`src/rtl/core/kam_pkg.sv`:
```
// ----------------------------------------------------------------------------
// kam_pkg: keyword action matcher shared definitions
// request and result types, phase codes and character constants
// ----------------------------------------------------------------------------
`default_nettype none

package kam_pkg;

    localparam int ENTRIES    = 16;
    localparam int TOKEN_MAX  = 16;
    localparam int ENTRY_W    = 4;
    localparam int CHAR_POS_W = 4;
    localparam int LEN_W      = 5;
    localparam int COUNT_W    = 5;
    localparam int POS_W      = 5;
    localparam int BYTE_W     = 8;
    localparam int PARAM_W    = 5;

    localparam logic [POS_W-1:0] POS_MAX = 5'd31;

    localparam logic [BYTE_W-1:0] CHAR_COLON = 8'h3A;
    localparam logic [BYTE_W-1:0] CHAR_G     = 8'h47;
    localparam logic [BYTE_W-1:0] CHAR_S     = 8'h53;
    localparam logic [BYTE_W-1:0] CHAR_U     = 8'h55;
    localparam logic [BYTE_W-1:0] CHAR_D     = 8'h44;

    typedef enum logic [1:0] {
        REQ_CHAR = 2'd0,
        REQ_LEN  = 2'd1,
        REQ_CMD  = 2'd2,
        REQ_NONE = 2'd3
    } req_type_t;

    typedef enum logic [2:0] {
        PH_TOKEN        = 3'd0,
        PH_AFTER_TOKEN  = 3'd1,
        PH_AFTER_COLON  = 3'd2,
        PH_AFTER_ACTION = 3'd3,
        PH_DONE         = 3'd4,
        PH_BAD          = 3'd5,
        PH_DEAD         = 3'd6
    } phase_t;

    typedef enum logic [1:0] {
        ST_NONE       = 2'd0,
        ST_MATCH      = 2'd1,
        ST_BAD_ACTION = 2'd2
    } status_t;

    typedef enum logic [1:0] {
        ACT_GET    = 2'd0,
        ACT_SET    = 2'd1,
        ACT_UPDATE = 2'd2,
        ACT_DELETE = 2'd3
    } action_t;

    // one request travelling down the chain, with the partial result
    typedef struct packed {
        req_type_t              req_type;
        logic [ENTRY_W-1:0]     entry_index;
        logic [CHAR_POS_W-1:0]  char_pos;
        logic [BYTE_W-1:0]      char_value;
        logic [LEN_W-1:0]       token_length;
        logic                   cmd_last;
        logic [POS_W-1:0]       byte_pos;
        status_t                match_status;
        logic [ENTRY_W-1:0]     matched_entry;
        action_t                action_code;
        logic [PARAM_W-1:0]     param_start;
    } kam_req_t;

    function automatic logic [POS_W-1:0] next_pos(input logic [POS_W-1:0] p);
        return (p == POS_MAX) ? p : p + 5'd1;
    endfunction

endpackage

`default_nettype wire

```
`src/rtl/core/kam_cell.sv`:
```
// ----------------------------------------------------------------------------
// kam_cell: one keyword entry of the matcher chain
// holds one token and its match progress, passes each request to the next cell
// ----------------------------------------------------------------------------
`default_nettype none

module kam_cell import kam_pkg::*; (
    input  wire logic                 clk,
    input  wire logic                 rst_n,
    input  wire logic                 advance,
    input  wire logic [ENTRY_W-1:0]   cell_id,
    input  wire logic [COUNT_W-1:0]   entry_count,
    input  wire logic                 up_valid,
    input  wire kam_req_t             up_req,
    output logic                      dn_valid,
    output kam_req_t                  dn_req
);

    logic [BYTE_W-1:0] text_reg [TOKEN_MAX];
    logic [LEN_W-1:0]  len_reg, len_next;
    phase_t            phase_reg, phase_next;
    action_t           act_reg, act_next;
    logic [PARAM_W-1:0] off_reg, off_next;
    logic              dn_valid_reg;
    kam_req_t          dn_req_reg, dn_req_next;

    phase_t            adv_phase, eff_phase;
    action_t           adv_act, letter_act;
    logic [PARAM_W-1:0] adv_off;
    logic              letter_ok, in_token, fire, is_cmd, is_mine;
    logic [POS_W-1:0]  p, np;
    logic [BYTE_W-1:0] b, tok_char;

    assign fire     = advance && up_valid;
    assign is_cmd   = (up_req.req_type == REQ_CMD);
    assign is_mine  = (up_req.entry_index == cell_id);
    assign b        = up_req.char_value;
    assign p        = up_req.byte_pos;
    assign np       = next_pos(p);
    assign tok_char = text_reg[p[CHAR_POS_W-1:0]];
    assign in_token = (phase_reg == PH_TOKEN) && (p < len_reg);
    assign eff_phase = (phase_reg == PH_TOKEN) ? PH_AFTER_TOKEN : phase_reg;

    // action letter decode
    always_comb
    begin
        letter_ok  = 1'b1;
        letter_act = ACT_GET;
        unique case (b)
            CHAR_G:  letter_act = ACT_GET;
            CHAR_S:  letter_act = ACT_SET;
            CHAR_U:  letter_act = ACT_UPDATE;
            CHAR_D:  letter_act = ACT_DELETE;
            default: letter_ok  = 1'b0;
        endcase
    end

    // progress of this entry after the current command byte
    always_comb
    begin
        adv_phase = phase_reg;
        adv_act   = act_reg;
        adv_off   = off_reg;
        if (in_token)
        begin
            if (tok_char != b)
            begin
                adv_phase = PH_DEAD;
                adv_act   = ACT_GET;
            end
        end
        else
        begin
            case (eff_phase) inside
                PH_AFTER_TOKEN, PH_AFTER_COLON:
                begin
                    if (eff_phase == PH_AFTER_TOKEN && b == CHAR_COLON)
                    begin
                        adv_phase = PH_AFTER_COLON;
                        adv_act   = ACT_GET;
                        adv_off   = np;
                    end
                    else if (letter_ok)
                    begin
                        adv_phase = PH_AFTER_ACTION;
                        adv_act   = letter_act;
                        adv_off   = np;
                    end
                    else
                    begin
                        adv_phase = PH_BAD;
                        adv_act   = ACT_GET;
                    end
                end
                PH_AFTER_ACTION:
                begin
                    if (b == CHAR_COLON)
                    begin
                        adv_off = np;
                    end
                    adv_phase = PH_DONE;
                end
                default: ;
            endcase
        end
    end

    // state next values
    always_comb
    begin
        phase_next = phase_reg;
        act_next   = act_reg;
        off_next   = off_reg;
        len_next   = len_reg;
        if (fire && up_req.req_type == REQ_LEN && is_mine)
        begin
            len_next = (up_req.token_length > LEN_W'(TOKEN_MAX)) ?
                       LEN_W'(TOKEN_MAX) : up_req.token_length;
        end
        if (fire && is_cmd)
        begin
            if (up_req.cmd_last)
            begin
                phase_next = PH_TOKEN;
                act_next   = ACT_GET;
                off_next   = '0;
            end
            else
            begin
                phase_next = adv_phase;
                act_next   = adv_act;
                off_next   = adv_off;
            end
        end
    end

    // first-match resolution on the last command byte
    always_comb
    begin
        dn_req_next = up_req;
        if (is_cmd && up_req.cmd_last && up_req.match_status == ST_NONE &&
            {1'b0, cell_id} < entry_count)
        begin
            case (adv_phase)
                PH_DEAD: ;
                PH_BAD:
                begin
                    dn_req_next.match_status  = ST_BAD_ACTION;
                    dn_req_next.matched_entry = cell_id;
                end
                PH_TOKEN:
                begin
                    if (np == len_reg)
                    begin
                        dn_req_next.match_status  = ST_MATCH;
                        dn_req_next.matched_entry = cell_id;
                        dn_req_next.action_code   = ACT_GET;
                        dn_req_next.param_start   = np;
                    end
                end
                PH_AFTER_COLON:
                begin
                    dn_req_next.match_status  = ST_MATCH;
                    dn_req_next.matched_entry = cell_id;
                    dn_req_next.action_code   = ACT_GET;
                    dn_req_next.param_start   = np;
                end
                default:
                begin
                    dn_req_next.match_status  = ST_MATCH;
                    dn_req_next.matched_entry = cell_id;
                    dn_req_next.action_code   = adv_act;
                    dn_req_next.param_start   = adv_off;
                end
            endcase
        end
    end

    always_ff @(posedge clk or negedge rst_n)
    begin
        if (!rst_n)
        begin
            phase_reg    <= PH_TOKEN;
            act_reg      <= ACT_GET;
            off_reg      <= '0;
            len_reg      <= '0;
            dn_valid_reg <= 1'b0;
        end
        else
        begin
            phase_reg <= phase_next;
            act_reg   <= act_next;
            off_reg   <= off_next;
            len_reg   <= len_next;
            if (advance)
            begin
                dn_valid_reg <= up_valid;
            end
        end
    end

    // token text and stage payload, no reset
    always_ff @(posedge clk)
    begin
        if (fire && up_req.req_type == REQ_CHAR && is_mine)
        begin
            text_reg[up_req.char_pos] <= b;
        end
        if (advance)
        begin
            dn_req_reg <= dn_req_next;
        end
    end

    assign dn_valid = dn_valid_reg;
    assign dn_req   = dn_req_reg;

endmodule

`default_nettype wire

```
`src/rtl/core/command_keyword_action_matcher.sv`:
```
// ----------------------------------------------------------------------------
// command_keyword_action_matcher: keyword table and command matcher
// systolic row of keyword cells with a shared result register at the end
// ----------------------------------------------------------------------------
// Every request (token character write, token length write or command byte)
// enters a row of 16 cells, one per table entry, and moves one cell per
// cycle. Each cell holds its token and tracks its own match progress, so
// table writes and command bytes stay in order for every entry. One request
// is taken per clock; the last byte of a command passes the cell registers
// and then the result register, and it collects the first matching entry
// as it passes the cells in index order. The whole row stalls only while
// a result waits in the output register and out_ready is low. The user
// must write entry_count only while the block is idle; the block itself
// does not enforce it.
`default_nettype none

module command_keyword_action_matcher import kam_pkg::*; (
    input  wire logic                  clk,
    input  wire logic                  rst_n,
    // configuration
    input  wire logic                  cfg_wr_en,
    input  wire logic [COUNT_W-1:0]    cfg_wr_data,
    // request channel
    input  wire logic                  in_valid,
    output logic                       in_ready,
    input  wire logic [1:0]            req_type,
    input  wire logic [ENTRY_W-1:0]    entry_index,
    input  wire logic [CHAR_POS_W-1:0] char_pos,
    input  wire logic [BYTE_W-1:0]     char_value,
    input  wire logic [LEN_W-1:0]      token_length,
    input  wire logic                  cmd_last,
    // result channel
    output logic                       out_valid,
    input  wire logic                  out_ready,
    output logic [1:0]                 match_status,
    output logic [ENTRY_W-1:0]         matched_entry,
    output logic [1:0]                 action_code,
    output logic [PARAM_W-1:0]         param_start
);

    logic [COUNT_W-1:0] entry_count_reg;
    logic [POS_W-1:0]   pos_reg, pos_next;
    logic               out_valid_reg, out_valid_next;
    kam_req_t           out_req_reg;
    logic               advance, in_fire, tail_result;
    kam_req_t           head_req;

    logic               chain_valid [ENTRIES+1];
    kam_req_t           chain_req   [ENTRIES+1];

    // the row moves unless a result is stuck in the output register
    assign advance  = !out_valid_reg || out_ready;
    assign in_ready = advance;
    assign in_fire  = in_valid && advance;

    // byte position of the next command byte, saturating, cleared at command end
    always_comb
    begin
        pos_next = pos_reg;
        if (in_fire && req_type_t'(req_type) == REQ_CMD)
        begin
            pos_next = cmd_last ? '0 : next_pos(pos_reg);
        end
    end

    // request as it enters the first cell, with an empty partial result
    always_comb
    begin
        head_req.req_type      = req_type_t'(req_type);
        head_req.entry_index   = entry_index;
        head_req.char_pos      = char_pos;
        head_req.char_value    = char_value;
        head_req.token_length  = token_length;
        head_req.cmd_last      = cmd_last;
        head_req.byte_pos      = pos_reg;
        head_req.match_status  = ST_NONE;
        head_req.matched_entry = '0;
        head_req.action_code   = ACT_GET;
        head_req.param_start   = '0;
    end

    assign chain_valid[0] = in_valid;
    assign chain_req[0]   = head_req;

    // one cell per table entry
    for (genvar i = 0; i < ENTRIES; i++)
    begin : g_cell
        kam_cell u_cell (
            .clk         (clk),
            .rst_n       (rst_n),
            .advance     (advance),
            .cell_id     (ENTRY_W'(i)),
            .entry_count (entry_count_reg),
            .up_valid    (chain_valid[i]),
            .up_req      (chain_req[i]),
            .dn_valid    (chain_valid[i+1]),
            .dn_req      (chain_req[i+1])
        );
    end

    // only the last byte of a command produces a result
    assign tail_result = chain_valid[ENTRIES] &&
                         chain_req[ENTRIES].req_type == REQ_CMD &&
                         chain_req[ENTRIES].cmd_last;

    assign out_valid_next = advance ? tail_result : out_valid_reg;

    always_ff @(posedge clk or negedge rst_n)
    begin
        if (!rst_n)
        begin
            entry_count_reg <= '0;
            pos_reg         <= '0;
            out_valid_reg   <= 1'b0;
        end
        else
        begin
            if (cfg_wr_en)
            begin
                entry_count_reg <= cfg_wr_data;
            end
            pos_reg       <= pos_next;
            out_valid_reg <= out_valid_next;
        end
    end

    // result payload
    always_ff @(posedge clk)
    begin
        if (advance && tail_result)
        begin
            out_req_reg <= chain_req[ENTRIES];
        end
    end

    assign out_valid     = out_valid_reg;
    assign match_status  = out_req_reg.match_status;
    assign matched_entry = out_req_reg.matched_entry;
    assign action_code   = out_req_reg.action_code;
    assign param_start   = out_req_reg.param_start;

endmodule

`default_nettype wire

```
`config.mk`:
```
export PLATFORM = sky130hd
export DESIGN_NAME = command_keyword_action_matcher
export DESIGN_NICKNAME = d
export VERILOG_FILES = /design/src/rtl/core/kam_pkg.sv /design/src/rtl/core/kam_cell.sv /design/src/rtl/core/command_keyword_action_matcher.sv
export SDC_FILE = /design/constraint.sdc
export NUM_CORES = 2
export LEC_CHECK = 0
export BUFFER_PORTS_ARGS = -buffer_cell sky130_fd_sc_hd__buf_2
export CORE_MARGIN = 8
export CORE_UTILIZATION = 35
export DETAILED_ROUTE_END_ITERATION = 7
export GPL_ROUTABILITY_DRIVEN = 0
export SLEW_MARGIN = 20
export SYNTH_ARGS = -nofsm -noshare
export SYNTH_HDL_FRONTEND = slang
export SYNTH_SLANG_ARGS = --single-unit
```
`constraint.sdc`:
```
create_clock -name clk -period 30.9 [get_ports clk]
set_input_delay 6.18 -clock clk [delete_from_list [all_inputs] [get_ports clk]]
set_output_delay 6.18 -clock clk [all_outputs]
set_load 0.005 [all_outputs]
```
## Yosys cells after proc, flatten, opt, wreduce, memory -nomap -nowiden

Memory sizes are Yosys's and may differ from the RTL's. A register that Yosys moved wholly into a read port is not among the register bits.
Index checks and enable logic that the tools add are counted.

- Flip-flop bits (word level): 926
- Bits in writable memories: 2048
- Memories kept: 16

- Add/subtract/negate cells: 16
- Magnitude comparators: 48
- Equal/unequal tests: 272
- Muxes and demuxes: 511
- Reductions and logical operators: 292

Memory list:

| name | depth | bits a word | read ports | clocked after Yosys merged registers in | wr ports | line | RTL |
|---|---|---|---|---|---|---|---|
| g_cell[0].u_cell.text_reg | 16 | 8 | 1 | 0 | 1 | kam_cell.sv:19 | `logic [BYTE_W-1:0] text_reg [TOKEN_MAX];` |
| g_cell[10].u_cell.text_reg | 16 | 8 | 1 | 1 | 1 | kam_cell.sv:19 |  |
| g_cell[11].u_cell.text_reg | 16 | 8 | 1 | 1 | 1 | kam_cell.sv:19 |  |
| g_cell[12].u_cell.text_reg | 16 | 8 | 1 | 1 | 1 | kam_cell.sv:19 |  |
| g_cell[13].u_cell.text_reg | 16 | 8 | 1 | 1 | 1 | kam_cell.sv:19 |  |
| g_cell[14].u_cell.text_reg | 16 | 8 | 1 | 1 | 1 | kam_cell.sv:19 |  |
| +10 memories | -- | -- | -- | -- | -- | -- |  |

Operators by type and width:

| operator | count |
|---|---|
| 5-bit 2-to-1 mux | 145 |
| 8-bit by 7-bit equality test with 1-bit output, second input constant | 64 |
| 13-bit 2-to-1 mux | 30 |
| 3-bit 2-to-1 mux | 128 |
| 7-bit case mux with 3 select lines | 16 |
| 6-bit case mux with 3 select lines | 16 |
| 2-bit 2-to-1 mux | 96 |
| 1-bit logical AND | 178 |
| 3-bit by 2-bit equality test with 1-bit output, second input constant | 48 |
| 8-bit by 6-bit equality test with 1-bit output, second input constant | 16 |
| 8-bit inequality test | 16 |
| 3-bit equality test, second input constant | 32 |
| 3-bit logical NOT | 32 |
| 2-bit case mux with 3 select lines | 16 |
| 5-bit by 1-bit adder with 5-bit output, second input constant | 16 |
| 5-bit equality test | 16 |
| 5-bit equality test, second input constant | 16 |
| 5-bit greater-than comparator, second input constant | 16 |
| 5-bit < comparator | 16 |
| 2-bit OR reduction | 32 |
| 4-bit OR reduction | 16 |
| 2-bit logical NOT | 31 |
| 4-bit 2-to-1 mux | 15 |
| 3-bit by 1-bit equality test with 1-bit output, second input constant | 16 |
| other kinds (15) | 116 |

## Logic depth before layout (Yosys ltp)

- Depth in word-level cells: 11
- Mapped depth: 12

## Modules after synthesis

Synthesis repeated with hierarchy kept, for this count alone.

- Cells, all modules: 8187
- Area total of the unflattened synthesis: 131514.9 um2

By module, submodules not included:

| module | times used | cells each | area each (um2) | sequential area each (um2) |
|---|---|---|---|---|
| kam_cell at g_cell[14].u_cell ... | 9 | 491 | 8110.3 | 5505.3 |
| kam_cell at g_cell[0].u_cell ... | 5 | 513 | 8146.6 | 5505.3 |
| kam_cell at g_cell[8].u_cell ... | 2 | 572 | 8421.8 | 5505.3 |
| command_keyword_action_matcher | 1 | 59 | 945.9 | 665.6 |

## Worst setup path before layout

OpenSTA, ideal clock, no wires.

- Path kind: input to output
- Start point: in out_ready
- End point: out in_ready
- Data arrival time: 24.245 ns
- Required time: 24.720 ns
- Path slack: 0.475 ns
- Cell stages on the path: 6
- Buffers on the path: 4
- Cells stage by stage: nor2b_1 -> clkbuf_1 -> clkinv_1 -> clkbuf_1 -> clkbuf_1 -> clkbuf_1

- Longest elaborated chain between the ends: 1

RTL lines:

| element | line | RTL |
|---|---|---|
| from (decl) | command_keyword_action_matcher.sv:34 | `input wire logic out_ready,` |
| 1-bit logical OR | command_keyword_action_matcher.sv:52 | `assign advance = !out_valid_reg \|\| out_ready;` |
| to (decl) | command_keyword_action_matcher.sv:25 | `output logic in_ready,` |

No other way between the ends.

## Worst setup path in the final report

Ends and elaborated chain as after synthesis.

==> impl_metrics.csv <==
group,metric,value,unit
sta,worst_clock_skew,59.38,ps
clock_network,cts_root_buf,"clkbuf_16",
worst_setup_path,worstRegToRegCells,11,
route,firstDrtPassIters,8,
layout,multi_input_area,35890,um2
global_route,grt_pass1_vias,69490,
logic_synthesis,synth_ff_type,"edfxtp_1",
logic_synthesis,syn_area,126400,um2
floorplan,rows,220,
logic_synthesis,synth_edf_count,2692,
worst_setup_path,crit_arrival,7580,ps
global_route,grt_use_total,14.65,%
layout,regArea,88740,um2
clock_network,cts-resized-gates,0,
logic_synthesis,ys.warnings.count,0,
logic_synthesis,synth_top_area_share,63.96,%
clock_network,numCtsBuffers,314,
layout,drive_above_1_share,16.08,%
sta,period_share,44.52,%
worst_setup_path,path_cells,"buf_2, nor2b_4, buf_4, inv_8, buf_2",
job,maxCapViolations,0,
layout,area_growth,13.03,%
sta,finalCriticalPeriod,13760,ps
logic_synthesis,synthCells,7782,
logic_synthesis,synth_area_leaders,"edfxtp_1 64%, mux4_2 9.1%, dfrtp_1 5.3%",
clock_network,clkSlewWorstSetupHoldPaths,60,ps
sta,setup_viol,0,
route,antenna_left,0,
worst_setup_path,slowest_delay,510,ps
sta,hold_viol_final,0,
sta,tightestPinTransition,1099,ps
sta,rsz0062_at_grt,"no",
logic_synthesis,yosysUniqueCellTypes,102,
power_and_ir_drop,clkPwrFrac,27.8,%
worst_setup_path,crit_required,24720,ps
floorplan,initial_utilization,35.19,%
place,post_dp_cell_area,132500,um2
run_status,status,"finished, final reports clean",
worst_setup_path,cpMostUsedCell,"buf_2",
worst_hold_path,worstHoldPathType,"reg -> reg",
clock_network,cts_buffer_depth,4,
global_route,grt_pass1_wl,438.1,mm
layout,largest_register_ffs,2048,
clock_network,hold_buffers,0,
floorplan,die_w,616.9,um
floorplan,die-area,380600,um2
route,totalWireLength,288.9,mm
logic_synthesis,seq_area_frac_synth,70.19,%
clock_network,clk_latency,910,ps
place,placed_cells,12440,
power_and_ir_drop,p_comb_share,24.0,%
worst_setup_path,path_max_fanout,65,
power_and_ir_drop,ir_drop,0.05532,mV
worst_setup_path,worst_setup_path_start_kind,"primary input",
power_and_ir_drop,p_sw,4.414,mW
global_route,antenna_found_initial,11,
sta,fmax,0.07269,GHz
logic_synthesis,synth-seq-cells,3019,
logic_synthesis,syn_area_per_cell,16.24,um2
place,portBuffers,48,
layout,final_cells,13010,
route,vias,68860,
route,drt_iter0_markers,6546,
route,drc,0,
worst_setup_path,r2r-end,"g_cell[15].u_cell.text_reg[1][6]",
power_and_ir_drop,internal-power,9.122,mW
global_route,grt_max_degree,85,
sta,slew-limit-headroom,26.08,%
power_and_ir_drop,total_power,13.54,mW
clock_network,post-cts-setup-buffers,0,
floorplan,core_area,359200,um2
clock_network,cts_sinks,3019,
floorplan,io_pins,49,
global_route,gr-total-overflow,0,
power_and_ir_drop,seqPwrFrac,48.2,%
worst_setup_path,crit_start,"out_ready",
worst_setup_path,criticalPathCategory,"in -> out",
place,hpwl,188.2,mm
floorplan,die_h,616.9,um
layout,fin_area,142900,um2
layout,layout.nets,8096,
logic_synthesis,synth_async_sr_flop_share,8.844,%
power_and_ir_drop,cellLeakagePower,47.90,nW
worst_setup_path,endpoint,"in_ready",
route,vias_per_cell,5.291,
logic_synthesis,yosys.area.top_type,"edfxtp_1",
layout,fill_cells,32320,
clock_network,cts.htree.levels,5,
worst_setup_path,reg2reg_slack,24880,ps
route,wl_per_cell,22.20,um
sta,tns,0,ps
sta,report.final.slew_viol_count,0,
clock_network,cts_tree,"built",
worst_setup_path,crit-reg2reg-launch,"out_valid",
power_and_ir_drop,sw_frac_of_total,32.61,%
worst_setup_path,crit_path_end_kind,"output port",
power_and_ir_drop,cellPowerDensity,94.75,nW/um2
logic_synthesis,synth_nets,7896,
worst_setup_path,crit_slowest_cell,"buf_4",
==> synth_stat cells (44+ instances only) <==
master	n
mux2i_1	268
nor2b_1	58
nand2b_1	155
mux4_2	511
a22oi_1	80
nand4_1	69
mux2_2	45
nand2_1	641
and2_1	57
ha_1	80
xor2_1	83
nor4_1	48
inv_1	193
o21ai_0	275
buf_2	85
nand3_1	105
dfrtp_1	267
clkbuf_1	173
a21oi_1	160
nor3_1	164
nor2_1	440
a21o_1	62
nand3b_1	83
xnor2_1	183
a31oi_1	44
edfxtp_1	2692
dfxtp_1	60
==> how the worst min path moves through the flow <==
stage	start	to	cells past startpoint
after global placement	g_cell[5].u_cell.dn_req[37]	g_cell[6].u_cell.dn_req[37]	0
after detailed placement	g_cell[9].u_cell.dn_req[36]	g_cell[10].u_cell.dn_req[36]	0
after CTS	g_cell[11].u_cell.dn_req[19]	g_cell[12].u_cell.dn_req[19]	0
after floorplan	g_cell[15].u_cell.dn_req[5]	action_code[0]	0
after global routing	g_cell[11].u_cell.dn_req[19]	g_cell[12].u_cell.dn_req[19]	0
final	g_cell[11].u_cell.dn_req[19]	g_cell[12].u_cell.dn_req[19]	0
==> routing by layer <==
metal  global-route usage (%)  share of wire (%)
met4                    4.141                2.9
met3                    2.172                5.3
met1                    19.94                 43
met2                    24.53                 48
met5                        0              0.012
==> power by group through the flow <==
stage / Combinational, mW / Sequential [mW] / Clock, mW
2_1_floorplan: 2.51 / 6.16 / 0
3_3_place_gp: 3.20 / 6.57 / 0
3_5_place_dp: 3.26 / 6.61 / 0
4_1_cts: 3.28 / 6.53 / 3.84
5_1_grt: 3.55 / 6.63 / 3.99
6_report: 3.25 / 6.52 / 3.77
==> cell usage in the layout (no fill, tap or decap), types with 62 or more instances in the layout <==
master     instances
clkbuf_16        319
o21ai_0          273
mux4_2           511
a21o_1            62
nand3b_1          83
dfrtp_1          266
inv_1            193
nand2b_1         155
buf_4            135
xor2_1            83
edfxtp_1        2692
xnor2_1          183
ha_1              80
clkbuf_1          68
a22oi_1           80
nand4_1           69
nand3_1          105
a21oi_1          160
nand2_1          641
mux2i_1          268
nor2_1           440
nor3_1           121
==> stage by stage <==
step                      util, %  hold WS, ps  worst slack, ps
final                       39.77        430.4            17140
after global routing        39.77        442.2            17090
after global placement      36.86        438.6            17180
after detailed placement    36.89        436.0            17170
after floorplan                 -        400.3            475.3
after CTS                   39.74        420.8            17150
==> cell type report <==
type / count / share of cell area (%)
clock buffers: 406 / 5.949
multi-input cells: 4265 / 25.12
clock inverters: 168 / 1.217
repair buffers: 183 / 0.8846
inverters: 199 / 0.5281
flip-flops and latches: 3019 / 62.12
diodes: 1 / 0.001752
well taps: 4773 / 4.180
==> worst max-delay path, delay by kind of cell <==
family	cells	cell delay, ps
and+or+nand+nor	1	140
buffers and inverters	4	1190
==> cells by family (layout without fill, tap and decap cells) <==
logic type | count (synthesis) | after routing | synth area share (%)
fa+ha+maj | 80 | 80 | 0.7919
xor+xnor | 269 | 269 | 1.898
mux | 834 | 834 | 11.83
buf+inv | 498 | 956 | 1.599
simple gates | 2023 | 2023 | 7.964
compound gates | 1059 | 1059 | 5.726
other cells | 0 | 1 | 0
flops | 3019 | 3019 | 70.19
Power figures use the tool's default switching activity.
